[src/rtl/tcgl_pkg.sv]
package tcgl_pkg;

  typedef enum logic [1:0] {
    RK_CELL  = 2'd0,
    RK_GLYPH = 2'd1,
    RK_CLEAR = 2'd2
  } rect_kind_t;

  typedef enum logic [2:0] {
    CFG_X_MIN    = 3'd0,
    CFG_WIDTH    = 3'd1,
    CFG_Y_MIN    = 3'd2,
    CFG_HEIGHT   = 3'd3,
    CFG_LINE_ADV = 3'd4,
    CFG_BASELINE = 3'd5,
    CFG_FG       = 3'd6,
    CFG_BG       = 3'd7
  } cfg_idx_t;

  localparam logic [7:0] CH_LF = 8'h0a;
  localparam logic [7:0] CH_FF = 8'h0c;
  localparam logic [7:0] CH_CR = 8'h0d;

  localparam logic [7:0]  X_MIN_RST    = 8'd0;
  localparam logic [7:0]  WIDTH_RST    = 8'd160;
  localparam logic [6:0]  Y_MIN_RST    = 7'd0;
  localparam logic [6:0]  HEIGHT_RST   = 7'd80;
  localparam logic [6:0]  LINE_ADV_RST = 7'd10;
  localparam logic [6:0]  BASELINE_RST = 7'd8;
  localparam logic [23:0] FG_RST       = 24'hffffff;
  localparam logic [23:0] BG_RST       = 24'h000000;

  typedef struct packed {
    rect_kind_t  kind;
    logic [7:0]  x;
    logic [7:0]  y;
    logic [7:0]  w;
    logic [7:0]  h;
    logic [15:0] bm;
    logic [23:0] color;
    logic        last;
  } rect_t;

endpackage

[src/rtl/text_cursor_glyph_layout.sv]
// Channel  Direction  Payload
// in_      slave      tdata: char, advance, x_off, y_off, width, height, bitmap; tuser: present
// out_     master     tdata: x, y, width, height, bitmap, color; tuser: kind; tlast
// cfg_     slave      cfg_index selects the register, cfg_data holds the value
//
// One input register, then the layout logic, then the result register with a
// second slot for the glyph rectangle. A character that gives two rectangles
// sends them in turn over the single result port. The first rectangle passes
// through the input register and the result register before it is presented.
// Synchronous active-low reset: cursor at column 0, baseline row; registers at defaults.
// A stalled output holds the input register; cfg is always ready.
module text_cursor_glyph_layout #(
  parameter int MAX_WINDOW_WIDTH  = 160,
  parameter int MAX_WINDOW_HEIGHT = 80
) (
  input  logic        clk,
  input  logic        rst_n,
  input  logic        in_tvalid,
  output logic        in_tready,
  // [7:0] char_code, [15:8] glyph_advance, [23:16] glyph_x_offset,
  // [31:24] glyph_y_offset, [39:32] glyph_width, [47:40] glyph_height,
  // [63:48] glyph_bitmap_start
  input  logic [63:0] in_tdata,
  // [0] glyph_present
  input  logic        in_tuser,
  output logic        out_tvalid,
  input  logic        out_tready,
  // [7:0] rect_x, [15:8] rect_y, [23:16] rect_width, [31:24] rect_height,
  // [47:32] bitmap_start, [71:48] fill_color
  output logic [71:0] out_tdata,
  // [1:0] rect_kind
  output logic [1:0]  out_tuser,
  output logic        out_tlast,
  input  logic        cfg_valid,
  output logic        cfg_ready,
  input  logic [2:0]  cfg_index,
  input  logic [23:0] cfg_data
);

  localparam logic [7:0] WW_MAX = 8'(MAX_WINDOW_WIDTH);
  localparam logic [7:0] WH_MAX = 8'(MAX_WINDOW_HEIGHT);
  localparam logic [7:0] WW_RST = (MAX_WINDOW_WIDTH < 160) ? WW_MAX : tcgl_pkg::WIDTH_RST;
  localparam logic [6:0] WH_RST = (MAX_WINDOW_HEIGHT < 80) ? WH_MAX[6:0] : tcgl_pkg::HEIGHT_RST;

  logic [7:0]  wx_r, ww_r;
  logic [6:0]  wy_r, wh_r, la_r, bo_r;
  logic [23:0] fg_r, bg_r;

  logic [7:0]  cx_r, cx_nxt;
  logic [8:0]  cy_r, cy_nxt;

  logic        s1_valid_r;
  logic [63:0] s1_data_r;
  logic        s1_present_r;

  tcgl_pkg::rect_t out_r, pend_r;
  logic            out_valid_r, pend_valid_r;

  assign cfg_ready = 1'b1;

  always_ff @(posedge clk) begin
    if (!rst_n) begin
      wx_r <= tcgl_pkg::X_MIN_RST;
      ww_r <= WW_RST;
      wy_r <= tcgl_pkg::Y_MIN_RST;
      wh_r <= WH_RST;
      la_r <= tcgl_pkg::LINE_ADV_RST;
      bo_r <= tcgl_pkg::BASELINE_RST;
      fg_r <= tcgl_pkg::FG_RST;
      bg_r <= tcgl_pkg::BG_RST;
    end else if (cfg_valid) begin
      unique case (tcgl_pkg::cfg_idx_t'(cfg_index))
        tcgl_pkg::CFG_X_MIN:    wx_r <= cfg_data[7:0];
        tcgl_pkg::CFG_WIDTH:    ww_r <= (cfg_data[7:0] > WW_MAX) ? WW_MAX : cfg_data[7:0];
        tcgl_pkg::CFG_Y_MIN:    wy_r <= cfg_data[6:0];
        tcgl_pkg::CFG_HEIGHT:
          wh_r <= ({1'b0, cfg_data[6:0]} > WH_MAX) ? WH_MAX[6:0] : cfg_data[6:0];
        tcgl_pkg::CFG_LINE_ADV: la_r <= cfg_data[6:0];
        tcgl_pkg::CFG_BASELINE: bo_r <= cfg_data[6:0];
        tcgl_pkg::CFG_FG:       fg_r <= cfg_data;
        tcgl_pkg::CFG_BG:       bg_r <= cfg_data;
        default: ;
      endcase
    end
  end

  // field split
  logic [7:0]  ch, adv, xoff, yoff, gw, gh;
  logic [15:0] bm;
  assign ch   = s1_data_r[7:0];
  assign adv  = s1_data_r[15:8];
  assign xoff = s1_data_r[23:16];
  assign yoff = s1_data_r[31:24];
  assign gw   = s1_data_r[39:32];
  assign gh   = s1_data_r[47:40];
  assign bm   = s1_data_r[63:48];

  logic is_glyph, is_lf, is_cr, is_ff, too_big, wrap, step, to_top;
  logic [7:0]         cx_a;
  logic [9:0]         cy_a, cy_b;
  logic signed [11:0] t;
  logic               cell_ok, glyph_ok, clear_ok;
  tcgl_pkg::rect_t    cell_rect, glyph_rect, clear_rect, first_rect, second_rect;
  logic [1:0]         n_rect;

  always_comb begin
    is_glyph = s1_present_r;
    is_lf    = !s1_present_r && (ch == tcgl_pkg::CH_LF);
    is_cr    = !s1_present_r && (ch == tcgl_pkg::CH_CR);
    is_ff    = !s1_present_r && (ch == tcgl_pkg::CH_FF);
    too_big  = (adv > ww_r) || (la_r > wh_r);
    wrap     = ({1'b0, cx_r} + {1'b0, adv}) > {1'b0, ww_r};
    cx_a     = (is_glyph && wrap) ? 8'd0 : cx_r;
    step     = (is_glyph && wrap) || is_lf;
    cy_a     = {1'b0, cy_r} + (step ? {3'b0, la_r} : 10'd0);
    // bottom edge: next line would start above the window or end below it
    t        = $signed({2'b0, cy_a}) + $signed({5'b0, la_r}) - $signed({5'b0, bo_r});
    to_top   = t[11] || (t > $signed({5'b0, wh_r}));
    cy_b     = to_top ? {3'b0, bo_r} : cy_a;

    cell_rect.kind  = tcgl_pkg::RK_CELL;
    cell_rect.x     = cx_a + wx_r;
    cell_rect.y     = cy_b[7:0] + {1'b0, wy_r} - {1'b0, bo_r};
    cell_rect.w     = adv;
    cell_rect.h     = {1'b0, la_r};
    cell_rect.bm    = 16'd0;
    cell_rect.color = bg_r;
    cell_rect.last  = 1'b0;

    glyph_rect.kind  = tcgl_pkg::RK_GLYPH;
    glyph_rect.x     = cx_a + wx_r + xoff;
    glyph_rect.y     = cy_b[7:0] + {1'b0, wy_r} + yoff;
    glyph_rect.w     = gw;
    glyph_rect.h     = gh;
    glyph_rect.bm    = bm;
    glyph_rect.color = fg_r;
    glyph_rect.last  = 1'b1;

    clear_rect.kind  = tcgl_pkg::RK_CLEAR;
    clear_rect.x     = wx_r;
    clear_rect.y     = {1'b0, wy_r};
    clear_rect.w     = ww_r;
    clear_rect.h     = {1'b0, wh_r};
    clear_rect.bm    = 16'd0;
    clear_rect.color = bg_r;
    clear_rect.last  = 1'b1;

    cell_ok  = is_glyph && !too_big && (adv != 8'd0) && (la_r != 7'd0);
    glyph_ok = is_glyph && !too_big && (gw != 8'd0) && (gh != 8'd0);
    clear_ok = is_ff && (ww_r != 8'd0) && (wh_r != 7'd0);

    first_rect  = glyph_rect;
    second_rect = glyph_rect;
    n_rect      = 2'd0;
    if (cell_ok && glyph_ok) begin
      first_rect = cell_rect;
      n_rect     = 2'd2;
    end else if (cell_ok) begin
      first_rect      = cell_rect;
      first_rect.last = 1'b1;
      n_rect          = 2'd1;
    end else if (glyph_ok) begin
      n_rect = 2'd1;
    end else if (clear_ok) begin
      first_rect = clear_rect;
      n_rect     = 2'd1;
    end

    cx_nxt = cx_r;
    cy_nxt = cy_r;
    if (is_glyph) begin
      if (!too_big) begin
        cx_nxt = cx_a + adv;
        cy_nxt = cy_b[8:0];
      end
    end else if (is_lf) begin
      cx_nxt = 8'd0;
      cy_nxt = cy_b[8:0];
    end else if (is_cr) begin
      cx_nxt = 8'd0;
    end else if (is_ff) begin
      cx_nxt = 8'd0;
      cy_nxt = {2'b0, bo_r};
    end
  end

  logic out_free, s1_adv;
  assign out_free  = !pend_valid_r && (!out_valid_r || out_tready);
  assign s1_adv    = s1_valid_r && ((n_rect == 2'd0) || out_free);
  assign in_tready = !s1_valid_r || s1_adv;

  always_ff @(posedge clk) begin
    if (!rst_n) begin
      s1_valid_r <= 1'b0;
      cx_r       <= 8'd0;
      cy_r       <= {2'b0, tcgl_pkg::BASELINE_RST};
    end else begin
      if (in_tvalid && in_tready) begin
        s1_valid_r <= 1'b1;
      end else if (s1_adv) begin
        s1_valid_r <= 1'b0;
      end
      if (s1_adv) begin
        cx_r <= cx_nxt;
        cy_r <= cy_nxt;
      end
    end
  end

  always_ff @(posedge clk) begin
    if (in_tvalid && in_tready) begin
      s1_data_r    <= in_tdata;
      s1_present_r <= in_tuser;
    end
  end

  always_ff @(posedge clk) begin
    if (!rst_n) begin
      out_valid_r  <= 1'b0;
      pend_valid_r <= 1'b0;
    end else if (s1_adv && (n_rect != 2'd0)) begin
      out_valid_r  <= 1'b1;
      pend_valid_r <= (n_rect == 2'd2);
    end else if (out_valid_r && out_tready) begin
      out_valid_r  <= pend_valid_r;
      pend_valid_r <= 1'b0;
    end
  end

  always_ff @(posedge clk) begin
    if (s1_adv && (n_rect != 2'd0)) begin
      out_r  <= first_rect;
      pend_r <= second_rect;
    end else if (out_valid_r && out_tready && pend_valid_r) begin
      out_r <= pend_r;
    end
  end

  assign out_tvalid = out_valid_r;
  assign out_tdata  = {out_r.color, out_r.bm, out_r.h, out_r.w, out_r.y, out_r.x};
  assign out_tuser  = out_r.kind;
  assign out_tlast  = out_r.last;

`ifndef SYNTHESIS
  a_pend_behind_first: assert property (@(posedge clk) disable iff (!rst_n)
    pend_valid_r |-> (out_valid_r && !out_r.last))
    else $error("second rectangle pending without an open first one");

  a_pair_ends_last: assert property (@(posedge clk) disable iff (!rst_n)
    (out_tvalid && out_tready && pend_valid_r) |=> (out_tvalid && out_tlast))
    else $error("second rectangle of a pair not presented as last");

  a_stall_only_on_output: assert property (@(posedge clk) disable iff (!rst_n)
    (s1_valid_r && !s1_adv) |-> out_valid_r)
    else $error("input register stalled with an empty output");
`endif

endmodule

[config.mk]
export PLATFORM = sky130hd
export DESIGN_NAME = text_cursor_glyph_layout
export DESIGN_NICKNAME = d
export VERILOG_FILES = /design/src/rtl/tcgl_pkg.sv /design/src/rtl/text_cursor_glyph_layout.sv
export SDC_FILE = /design/constraint.sdc
export NUM_CORES = 1
export LEC_CHECK = 0
export ABC_AREA = 1
export BUFFER_PORTS_ARGS = -buffer_cell sky130_fd_sc_hd__buf_2
export CORE_ASPECT_RATIO = 1.25
export CORE_MARGIN = 3
export CORE_UTILIZATION = 30
export CTS_BUF_LIST = sky130_fd_sc_hd__clkbuf_4
export DETAILED_ROUTE_END_ITERATION = 12
export SLEW_MARGIN = 20
export SYNTH_ARGS = -nofsm -noshare
export SYNTH_HDL_FRONTEND = slang
export SYNTH_SLANG_ARGS = --single-unit
[constraint.sdc]
create_clock -name clk -period 14.5 [get_ports clk]
set_input_delay 2.9 -clock clk [delete_from_list [all_inputs] [get_ports clk]]
set_output_delay 2.9 -clock clk [all_outputs]
set_load 0.05 [all_outputs]
==> reports/metrics.cfg, run 1 <==
[sta]
finalCriticalPeriod_ns = 10.01
fin_setup_tns_ns = 0
worstMarginPinSlew_ns = 1.03
timing.hold.ws_ns = 0.453
slew_violations = 0
finalSetupViolations = 0
slew_headroom = 0.313
rsz0062_at_grt = no
hold_violations = 0
period_share = 0.690
max_freq_mhz = 99.9
fin_worst_skew_ns = 0.0478

[pwr]
p_int_uw = 1640
p_leak_uw = 0.00848
vdd_ir_drop_max_v = 0.0000482
clock_power_share = 0.359
netSwitchingPower_uw = 702
swShare = 0.300
power.density_nw_per_um2 = 122
combPwrFrac = 0.186
seqPwrFrac = 0.454

[cts]
root_buffer = clkbuf_4
clkTransAtPathRegs_ns = 0.08
cts_buffer_depth = 3
htreeDepth = 3
post_cts_buffers = 0
cts_buffers = 85
cts_sinks = 324
cts_hold_buf = 0
cts_resized = 0
cts_tree = yes
insertion_delay_ns = 0.81

[critical_path]
startpoint_type = flip-flop
path_buf_inv = 9
reg2reg_depth = 67
path_max_fanout = 13
slowest_delay_ns = 0.48
setup.worst_path.class = reg -> reg
rrSetupSlack_ns = 4.49
r2r_end = out_tdata[15]$_DFFE_PP_
startpoint = s1_data_r[9]$_DFFE_PP_
cpMostUsedCell = nand2_1
r2r-start = s1_data_r[9]$_DFFE_PP_
critPathSlowestCell = fa_1
cp.required_ns = 15.07
cp_top_family = adder cells
crit_end = out_tdata[15]$_DFFE_PP_
worstSetupEndpointType = flip-flop
cp.depth = 67
arrival_ns = 10.58

[global_routing]
grt_first_pass_wirelength_mm = 72.5
grt_pass1_vias = 13090
grt_max_degree = 91
antenna_found_initial = 6
grt-ovfl-total = 0
grtUsageTotal = 0.162

[job]
drv_cap = 0

[synth]
syn_inst = 1783
ys_top_cells_by_area = edfxtp_1, dfxtp_1, nand2_1, ha_1, inv_1
synth.largest_area_cell = edfxtp_1
synth_top_area_share = 0.388
syn-cell-area_sq_um = 16400
yosys_warnings = 0
seq_area_frac_synth = 0.525
synth-edff-count = 212
synth_nets = 1996
ys.flop_type = edfxtp_1
async_reset_ff_frac = 0
synth.distinct_cells = 48
synth_seq_cells = 324
avgSynthCellArea_sq_um = 9.20

[floorplan]
initial_core_util = 0.304
core-area_sq_um = 54000
chipHeight_microns = 267
num_rows = 95
die_area_sq_um = 57600
die_w_microns = 215
io_pins = 175

[routing]
vias = 13207
drt-total-wl_mm = 47.6
dr.pass1.iters = 7
routed.top_layer = met4
drt-vias-per-instance = 4.73
dr_wl_met2_mm = 23.6
drc = 0
ant_nets = 0
wl_per_cell_microns = 17.0
first_iter_violations = 815
routed-wl-met3_mm = 2.54
drt-met1-wl_mm = 19.4

[placement]
hpwl_mm = 34.2
gp_congestion = 0.894
portBuffers = 173

[final_layout]
area_growth_pct = 16.9
drive_above_1_share = 0.174
nets = 2206

[run_status]
outcome = completed

[worst_hold_path]
hold_path.class = reg -> reg

sequential cells by signal, summed over array words and instances, names as in the netlist, 7 cells and up:
name and count:
wh_r 7, bg_r 24, s1_data_r 64, pend_r 72, wy_r 7, cx_r 8
fg_r 24, cy_r 9, ww_r 8, bo_r 7, la_r 7, out_tdata 72
wx_r 8
metal layers:
metal,track usage,vias to the layer above
met5,0,-
met4,0.0915,0
met3,0.0317,101
met2,0.283,424
met1,0.186,6165
li1,-,6517
final cells by class:
| class | instances | area [sq um] |
|---|---|---|
| Timing Repair Buffer | 183 | 941 |
| Inverter | 203 | 764 |
| Sequential cell | 324 | 8610 |
| Clock inverter | 22 | 175 |
| Antenna cell | 6 | 15.0 |
| Tap cell | 727 | 910 |
| Clock buffer | 129 | 968 |
| Multi-Input combinational cell | 1196 | 6800 |
| Fill cell | 5599 | 34800 |
power groups by stage:
stage / Sequential (uW) / Combinational, uW / Clock, uW
after floorplan: 1120 / 279 / 0
after global placement: 1080 / 434 / 0
after detailed placement: 1080 / 438 / 0
after CTS: 1060 / 440 / 875
after global routing: 1070 / 488 / 920
final: 1060 / 436 / 841
cell usage in the layout (no fill, tap or decap), drive strengths merged, types with 6 or more instances in the layout:
master | synthesis | layout
edfxtp | 212 | 212
clkbuf | 37 | 129
diode | 0 | 6
fa | 15 | 15
ha | 101 | 101
nand4 | 24 | 24
nand2 | 385 | 385
a211oi | 10 | 10
xor2 | 24 | 24
buf | 23 | 183
a21oi | 125 | 125
o31ai | 29 | 29
nor2 | 186 | 186
o21ai | 127 | 127
inv | 202 | 203
nand3 | 81 | 81
dfxtp | 112 | 112
o22ai | 12 | 12
o21a | 8 | 8
xnor2 | 23 | 23
clkinv | 1 | 18
o211ai | 13 | 13
worst min path at each step:
stage	cells after the start	start	slack, ns	endpoint
floorplan	0	s1_data_r[37]$_DFFE_PP_	0.43	pend_r[54]$_DFFE_PP_
global placement	0	s1_data_r[62]$_DFFE_PP_	0.43	pend_r[39]$_DFFE_PP_
detailed placement	0	s1_data_r[62]$_DFFE_PP_	0.43	pend_r[39]$_DFFE_PP_
CTS	0	fg_r[5]$_SDFFE_PN1P_	0.44	pend_r[6]$_DFFE_PP_
global route	0	s1_data_r[56]$_DFFE_PP_	0.46	pend_r[33]$_DFFE_PP_
finish	0	s1_data_r[60]$_DFFE_PP_	0.45	pend_r[37]$_DFFE_PP_
cell usage after synthesis (2+ instances only):
| cell | n |
|---|---|
| a21o_1 | 3 |
| nand3b_1 | 4 |
| nor2_4 | 2 |
| ha_1 | 101 |
| o22ai_1 | 12 |
| a21boi_0 | 2 |
| a21oi_1 | 124 |
| nand3_2 | 5 |
| o21ai_0 | 115 |
| o21a_1 | 8 |
| buf_2 | 16 |
| inv_2 | 8 |
| nand4_1 | 22 |
| or2_2 | 3 |
| edfxtp_1 | 212 |
| nand2_1 | 380 |
| o21bai_1 | 2 |
| fa_1 | 15 |
| nor2_2 | 3 |
| dfxtp_1 | 112 |
| xnor2_1 | 23 |
| buf_1 | 5 |
| a211oi_1 | 10 |
| inv_1 | 194 |
| o31ai_1 | 29 |
| nor3_1 | 5 |
| xor2_1 | 24 |
| nand2_2 | 5 |
| nand3_1 | 76 |
| o211ai_1 | 13 |
| clkbuf_1 | 37 |
| o21ai_1 | 11 |
| a22oi_1 | 5 |
| nor4_1 | 3 |
| nor2_1 | 181 |
cell families (layout without fill, tap and decap cells):
kind of cell	count (synthesis)	in the layout	share of synthesized area
AOI/OAI and AO/OA	338	338	0.116
other	1	7	0.000229
xor gates and xnor gates	47	47	0.0251
buffers and inverters	263	537	0.0621
adders and majority gates	116	116	0.0953
DFF	324	324	0.525
and+or+nand+nor	694	694	0.177
through the flow:
step,total power (uW),cells,util,cell area (sq um),worst slack [ns]
after floorplan,1400,1783,-,16400,5.71
after global placement,1520,2633,0.334,18000,4.88
after detailed placement,1520,2633,0.334,18000,4.61
after CTS,2380,2784,0.355,19200,4.58
after global routing,2470,2788,0.355,19200,3.44
final,2340,2790,0.356,19200,4.49
Note: power is estimated with default switching activity, not from simulation.
==> inputs of run 2 (changes only) <==
Clock period 14.5 ns to 10 ns, I/O delays scaled along.
==> run 2 against run 1 <==
  * Hold slack got worse by 0.012 ns
  * Count of clock-buffer cells in the layout down 12
  * Sequential share of layout area shrank 0.11 points
  * Critical path depth up 1
  * Wire length is 1.4% higher
  * Non-clock buffer count increased by 9
  * Core utilization increased by 0.088 points
  * Total power is 43% higher
  * Die area did not move
  * Clock skew rose by 0.0014 ns
  * Setup slack worse by 3.8 ns
  * Largest cell class unchanged
==> reports/metrics.cfg, run 2 (same netlist as run 1, synthesis figures left out) <==
[global_routing]
grt_max_degree = 91
antenna_found_initial = 7
grt_pass1_vias = 13029
grt_first_pass_wirelength_mm = 73.1
grt-ovfl-total = 0
grtUsageTotal = 0.163

[run_status]
outcome = completed

[routing]
vias = 13240
ant_nets = 0
first_iter_violations = 728
drt-vias-per-instance = 4.73
drc = 0
drt-total-wl_mm = 48.3
dr.pass1.iters = 5
wl_per_cell_microns = 17.2

[cts]
insertion_delay_ns = 0.82
cts_buffer_depth = 3
cts_tree = yes
htreeDepth = 3
cts_buffers = 83
cts_sinks = 324
clkTransAtPathRegs_ns = 0.08
cts_hold_buf = 0
root_buffer = clkbuf_4

[floorplan]
io_pins = 175
chipHeight_microns = 267
initial_core_util = 0.304
num_rows = 95
die_w_microns = 215
die_area_sq_um = 57600
core-area_sq_um = 54000

[sta]
max_freq_mhz = 107
fin_setup_tns_ns = 0
finalSetupViolations = 0
period_share = 0.934
fin_worst_skew_ns = 0.0492
slew_headroom = 0.358
finalCriticalPeriod_ns = 9.34
setup_slack_ns = 0.660
worstMarginPinSlew_ns = 0.962
hold_violations = 0
slew_violations = 0

[critical_path]
rrSetupSlack_ns = 0.66
cp.required_ns = 10.53
cp_top_family = adder cells
slowest_delay_ns = 0.48
path_buf_inv = 9
setup.worst_path.class = reg -> reg
cpMostUsedCell = nand2_1
reg2reg_depth = 68
worstSetupEndpointType = flip-flop
arrival_ns = 9.87
path_max_fanout = 10
critPathSlowestCell = fa_1
r2r_end = out_tdata[15]$_DFFE_PP_
startpoint_type = flip-flop
r2r-start = s1_data_r[8]$_DFFE_PP_

[pwr]
clock_power_share = 0.347
p_leak_uw = 0.00849
swShare = 0.310
power.density_nw_per_um2 = 174
combPwrFrac = 0.193
power_uw = 3350
seqPwrFrac = 0.461
netSwitchingPower_uw = 1040
vdd_ir_drop_max_v = 0.0000713
p_int_uw = 2310

[final_layout]
nets = 2213
fin_area_sq_um = 19200
drive_above_1_share = 0.176
fillers = 5596
layout_common_cells = nand2_1, edfxtp_1, inv_1
area_growth_pct = 17.2
mostFrequentLayoutCell = nand2_1
fin_cells = 2800

[worst_hold_path]
min_from = fg_r[6]$_SDFFE_PN1P_
holdPathStages = 0
min_to = pend_r[7]$_DFFE_PP_
hold_path.class = reg -> reg

[placement]
portBuffers = 173
hpwl_mm = 34.5
place_ws_ns = 0.228
placed_cells = 2632
post_dp_cell_area_sq_um = 18000
gp_congestion = 0.872

[job]
drv_cap = 0

[run 2: layout make-up]
| class | instances | area, sq um | share of cell area |
|---|---|---|---|
| timing repair buffer | 192 | 1010 | 0.0524 |
| inverter | 203 | 764 | 0.0398 |
| clock buffer | 117 | 878 | 0.0457 |
| tap | 727 | 910 | 0.0473 |
| sequential | 324 | 8610 | 0.448 |
| clock inverter | 32 | 186 | 0.00969 |
| multi-input combinational | 1196 | 6850 | 0.356 |
| antenna | 9 | 22.5 | 0.00117 |
[run 2: per-layer routing]
layer  wire length, microns  part of all wire  global-route usage
met2                  23800              0.49               0.281
met5                      0                 0                   0
met3                   2700             0.056              0.0356
met1                  19700              0.41               0.191
met4                   2030             0.042              0.0886
[run 2: worst max-delay path by stage]
stage                                       from                 endpoint  cells after the start
after CTS                 s1_data_r[8]$_DFFE_PP_  out_tdata[15]$_DFFE_PP_                     67
after detailed placement  s1_data_r[9]$_DFFE_PP_  out_tdata[15]$_DFFE_PP_                     66
after floorplan           s1_data_r[8]$_DFFE_PP_  out_tdata[15]$_DFFE_PP_                     69
after global placement    s1_data_r[9]$_DFFE_PP_  out_tdata[15]$_DFFE_PP_                     62
after global routing      s1_data_r[8]$_DFFE_PP_  out_tdata[15]$_DFFE_PP_                     68
final                     s1_data_r[8]$_DFFE_PP_  out_tdata[15]$_DFFE_PP_                     68
[run 2: through the flow]
stage,util,hold WS [ns]
4_1_cts,0.354,0.439
3_5_place_dp,0.334,0.433
5_1_grt,0.356,0.455
2_1_floorplan,-,0.426
3_3_place_gp,0.334,0.430
6_report,0.356,0.441
[run 2: power groups by stage]
stage               clock network (uW)  logic [uW]  registers, uW
finish                            1160         645           1540
global placement                     0         630           1570
floorplan                            0         405           1620
global route                      1270         723           1550
detailed placement                   0         636           1570
CTS                               1210         639           1540
[run 2: what timing repair did]
item	4_1_cts	5_1_grt
gates resized for setup	0	15
setup buffers	0	10
endpoints found under the hold margin	0	0
endpoints found under the setup margin	0	7
